**config.mk**
```make
export PLATFORM = sky130hd
export DESIGN_NAME = iidl_cell
export DESIGN_NICKNAME = d
export VERILOG_FILES = /design/src/rtl/iidl_pkg.sv /design/src/rtl/iidl_cell.sv
export SDC_FILE = /design/constraint.sdc
export NUM_CORES = 1
export LEC_CHECK = 0
export ABC_AREA = 1
export BUFFER_PORTS_ARGS = -buffer_cell sky130_fd_sc_hd__buf_2
export CAP_MARGIN = 20
export CORE_UTILIZATION = 40
export CTS_CLUSTER_DIAMETER = 40
export DETAILED_ROUTE_END_ITERATION = 7
export PLACE_DENSITY = 0.86
export REMOVE_ABC_BUFFERS = 1
export SYNTH_ARGS = -nofsm -noshare
export SYNTH_HDL_FRONTEND = slang
export SYNTH_SLANG_ARGS = --single-unit
```
**constraint.sdc**
```tcl
create_clock -name clock -period 6.4 [get_ports clock]
set_clock_uncertainty 0.05 [all_clocks]
set_input_delay 0.32 -clock clock [delete_from_list [all_inputs] [get_ports clock]]
set_output_delay 0.32 -clock clock [all_outputs]
set_load 0.1 [all_outputs]
```
**src/rtl/iidl_pkg.sv**
```systemverilog
// Shared widths, opcodes, status codes and control types for the indexed list.
package iidl_pkg;

   localparam int CAPACITY_DEF = 64;
   localparam int DATA_W       = 32;
   localparam int OPCODE_W     = 3;
   localparam int POS_W        = 7;
   localparam int STATUS_W     = 2;
   localparam int LEN_W        = 7;
   localparam int READ_GROUP   = 8;

   localparam logic [OPCODE_W-1:0] OP_READ   = 3'd0;
   localparam logic [OPCODE_W-1:0] OP_FRONT  = 3'd1;
   localparam logic [OPCODE_W-1:0] OP_APPEND = 3'd2;
   localparam logic [OPCODE_W-1:0] OP_INSERT = 3'd3;
   localparam logic [OPCODE_W-1:0] OP_DELETE = 3'd4;

   localparam logic [STATUS_W-1:0] ST_DONE  = 2'd0;
   localparam logic [STATUS_W-1:0] ST_RANGE = 2'd1;
   localparam logic [STATUS_W-1:0] ST_FULL  = 2'd2;

   typedef struct packed {
      logic ins;
      logic del;
   } shift_ctl_type;

endpackage

```
**src/rtl/iidl_cell.sv**
```systemverilog
// One list slot: holds an entry and shifts to or from its neighbours on insert and delete.
module iidl_cell #(
   parameter int CNT_W = 7,
   parameter int INDEX = 0
) (
   input  logic                      clock,
   input  iidl_pkg::shift_ctl_type   ctl,
   input  logic [CNT_W-1:0]          pos,
   input  logic [iidl_pkg::DATA_W-1:0] ins_value,
   input  logic [iidl_pkg::DATA_W-1:0] left_value,
   input  logic [iidl_pkg::DATA_W-1:0] right_value,
   input  logic [CNT_W-1:0]          read_pos,
   output logic [iidl_pkg::DATA_W-1:0] value,
   output logic [iidl_pkg::DATA_W-1:0] read_hit_value
);
   import iidl_pkg::*;

   localparam logic [CNT_W-1:0] MY_INDEX = CNT_W'(INDEX);

   logic [DATA_W-1:0] value_ff;
   logic [DATA_W-1:0] value_in;

   always_comb begin
      value_in = value_ff;
      if (ctl.ins) begin
         if (MY_INDEX > pos) begin
            value_in = left_value;
         end else if (MY_INDEX == pos) begin
            value_in = ins_value;
         end
      end else if (ctl.del && MY_INDEX >= pos) begin
         value_in = right_value;
      end
   end

   always_ff @(posedge clock) begin
      value_ff <= value_in;
   end

   assign value          = value_ff;
   assign read_hit_value = (read_pos == MY_INDEX) ? value_ff : '0;

endmodule

```
After elaboration in Yosys (flattened, before gate mapping)
Cells that the tools add are included.
- register bits after elaboration: 32
- order comparisons: 2
- eq/ne operators: 1
- multiplexer cells: 5
- reduce and logical (&&, ||, !) cells: 5
- operators by type and width (kind ; count):
    32-bit 2-to-1 mux ; 5
    7-bit logical NOT ; 2
    1-bit by 7-bit greater-or-equal comparator with 1-bit output (first input constant) ; 1
    1-bit by 7-bit greater-than comparator with 1-bit output (first input constant) ; 1
    3-bit by 1-bit inequality test with 1-bit output (second input constant) ; 1
    2-bit AND reduction ; 1
    2-bit nonzero test ; 1
    1-bit logical AND ; 1

Longest topological paths before layout
- depth in word-level cells: 4
- gate-level depth with buffers: 5
- mapped depth without buffers: 3

Least setup slack after synthesis
No wires, ideal clock.
- kind: flip-flop to output port
- start: register value_ff[0], in the netlist value[0]
- end: output read_hit_value[0] (netlist bit)
- data arrival time: 3.118 ns
- data required time: 6.030 ns
- setup slack: 2.912 ns
- cell stages (with the launch flop): 3
- path buffers: 0
- path through: edfxtp_1 inv_1 nor3_1
- word-level cells in the longest chain between the ends: 1
- RTL lines (item ; RTL line ; RTL):
    from (decl) ; iidl_cell.sv:20 ; logic [DATA_W-1:0] value_ff;
    from (signal assigned) ; iidl_cell.sv:37 ; value_ff <= value_in;
    32-bit 2-to-1 mux ; iidl_cell.sv:41 ; assign read_hit_value = (read_pos == MY_INDEX) ? value_ff : '0;
    to (decl) ; iidl_cell.sv:14 ; output logic [iidl_pkg::DATA_W-1:0] read_hit_value
Every way passes these cells.

Worst setup path in the final report
- start: input read_pos[0]
- end: output read_hit_value[31] (netlist bit)
- word-level cells in the longest chain between the ends: 2
- RTL lines (item ; RTL line ; RTL):
    from (decl) ; iidl_cell.sv:12 ; input logic [CNT_W-1:0] read_pos,
    7-bit logical NOT ; iidl_cell.sv:41 ;
    32-bit 2-to-1 mux ; iidl_cell.sv:41 ;
Every way passes these cells.

==> reports/qor.yml <==
detailed_routing:
  drc: 10
  vias_per_cell: 4.58
  ant_nets: 0
  wire_per_inst_um: 11.7
  drt-total-wl_mm: 4.80
  drt-initial-drc-count: 85
  via_count: 1885
  drt_first_pass_iters: 6
floorplanning:
  die_w_um: 71.4
  core-area_um2: 4470
  die_y_um: 71.4
  row_count: 24
  dieArea_um2: 5090
  initial_core_util_pct: 43.0
  io_pins: 177
worst_setup_path:
  cp.arrival_ps: 1840
  critPathKind: "primary input to output port"
  cp_common_cell: "buf_2"
  crit_slowest_cell: "nand2_2"
  crit_family: "simple AND/OR/NAND/NOR gates"
  crit_required_ps: 6030
  start_kind: "primary input"
  crit_chain: "buf_2, nor2_2, nand2_2, nor3_1, buf_2"
  critPathMaxFanout: 32
  critPathCaptureType: "output port"
  cp_num_buf_inv: 2
  critPathMaxStageDelay_ps: 500
  critPathLaunch: "read_pos[0]"
placed_design:
  place_inst: 404
  gp_congestion: 0.697
  hpwl_mm: 3.57
  pre_cts_ws_ps: 4160
  port_buffers: 144
logic_synthesis:
  synthArstFlopShare_pct: 0
  synth_fa_ha_area_share_pct: 0
  synth-edff-count: 32
  synthMuxAreaShare_pct: 0
  netlist_top_cells_count: "nand2_1 (99), inv_1 (34), edfxtp_1 (32), nor3_2 (30)"
  synth_simple_gate_area_share_pct: 37.5
  yosys.cell_count.top_type: "nand2_1"
  syn-instance-count: 220
  synth.avg_cell_area_um2: 8.75
  synth_warnings: 0
  yosysSeqAreaShare_pct: 49.9
  synth_top_area_cell: "edfxtp_1"
  synth_top_area_share_pct: 49.9
  yosys.area_share.xor_xnor_pct: 0
  synthTopCellsByArea: "edfxtp_1 (50%), nand2_1 (19%), nor3_2 (16%)"
  synth_top_family_by_area: "simple AND/OR/NAND/NOR gates"
  synth_compound_area_share_pct: 0
  synthDistinctLibCells: 12
  syn-cell-area_um2: 1920
  dominantRegCellSynth: "edfxtp_1"
  ys_seq_elements: 32
clock_network:
  cts_resized: 0
  cts_htree_levels: 2
  holdBufCountCts: 0
  cts.path.max_buffers: 2
  clk_pin_slew_ps: 60
  cts.sinks: 32
  cts_root_buffer: "clkbuf_8"
  cts_tree: "done"
  post_cts_buffers: 0
  cts_buffers: 5
power_and_ir_drop:
  vdd_drop_max_mv: 0.120
  total_leakage_power_nw: 1.47
  finalPower_mw: 0.448
  p_per_area_nw_per_um2: 166
final_layout:
  area_growth_pct: 40.1
  largest_register_ffs: 32
  seq_area_um2: 961
  finalNetCount: 472
  layout-drive-gt1-share_pct: 51.4
  utilization_pct: 60.2
  fill_cells: 412
  antenna_cells: 0
  multi_input_area_um2: 729
  finalNonFillerCells: 412
timing:
  finalHoldViolCount: 0
  setup_slack_ps: 4190
  setup_tns_ps: 0
  post-route-period-util_pct: 34.6
  finalSetupViolCount: 0
  final-max-slew-violation-count: 0
  tightestPinTransition_ps: 921
  rsz0062_at_grt: "no"
  period_needed_ps: 2210
  fmax_ghz: 0.452
  maxSlewHeadroom_pct: 38.4
min_path:
  holdPathStages: 3
  hold_path_class: "primary input to register"
  hp-start: "right_value[26]"
  min_to: "value[26]"
grt:
  grt_max_degree: 35
  grt.overflow.total: 0
  antenna_found_initial: 0
  first_global_vias: 1724
  grt_usage_pct: 18.9
  grt_pass1_wl_mm: 7.45
run_status:
  violations: "DRC"
  status: "finished, violations left"
run:
  cap_violations: 0
-- through the flow --
| step | area [um^2] | hold slack [ps] |
|---|---|---|
| 6_report | 2700 | 254 |
| 5_1_grt | 2700 | 260 |
| 4_1_cts | 2700 | 244 |
| 3_5_place_dp | 2620 | 537 |
| 3_3_place_gp | 2620 | 532 |
| 2_1_floorplan | 1810 | 449 |
-- layout make-up --
class	instances	share of cell area (%)
repair buffers	145	27.0
inverters	35	4.87
clock inverters	1	0.139
clock buffers	7	2.83
multi-input cells	140	27.1
flip-flops and latches	32	35.7
well taps	52	2.41
-- cell usage in the layout (no fill, tap or decap) --
| master | netlist | routed |
|---|---|---|
| clkinv_1 | 0 | 1 |
| inv_2 | 1 | 1 |
| nor3_1 | 3 | 2 |
| edfxtp_1 | 32 | 32 |
| inv_1 | 34 | 34 |
| clkbuf_1 | 0 | 2 |
| nor2_1 | 6 | 6 |
| nor3_2 | 30 | 31 |
| buf_2 | 4 | 144 |
| clkbuf_8 | 0 | 5 |
| nand2_2 | 1 | 2 |
| nor2_2 | 1 | 1 |
| nand2_1 | 99 | 98 |
| buf_4 | 3 | 1 |
-- worst max-delay path by stage --
stage | end | slack (ps) | cells after the start
floorplan | read_hit_value[0] | 2630 | 3
CTS | read_hit_value[31] | 4160 | 5
global route | read_hit_value[0] | 4060 | 5
global placement | read_hit_value[31] | 4210 | 5
finish | read_hit_value[31] | 4190 | 5
detailed placement | read_hit_value[31] | 4160 | 5
-- layer usage --
| layer | share of wire (%) | vias up | track usage (%) |
|---|---|---|---|
| met5 | 0 | - | 0 |
| met4 | 1.4 | 0 | 8.44 |
| met3 | 7.3 | 5 | 4.36 |
| met2 | 55 | 86 | 37.1 |
| met1 | 36 | 839 | 18.5 |
| li1 | - | 955 | - |
-- cells by family (layout without fill, tap and decap cells) --
| logic type | after synthesis | count (layout) |
|---|---|---|
| AND/OR/NAND/NOR | 140 | 140 |
| buffers and inverters | 48 | 188 |
| flip-flops | 32 | 32 |
-- power breakdown --
| group | internal (mW) | leakage [nW] | switching [mW] |
|---|---|---|---|
| logic | 0.0267 | 1.15 | 0.0427 |
| clock network | 0.0756 | 0.0399 | 0.0689 |
| registers | 0.233 | 0.278 | 0.000516 |
| total | 0.336 | 1.47 | 0.112 |
-- worst min-delay path: cells and delay by family --
| family | cells | cell delay [ps] |
|---|---|---|
| buffers and inverters | 1 | 70 |
| and+or+nand+nor | 2 | 80 |
Note: power is estimated with default switching activity, not from simulation.
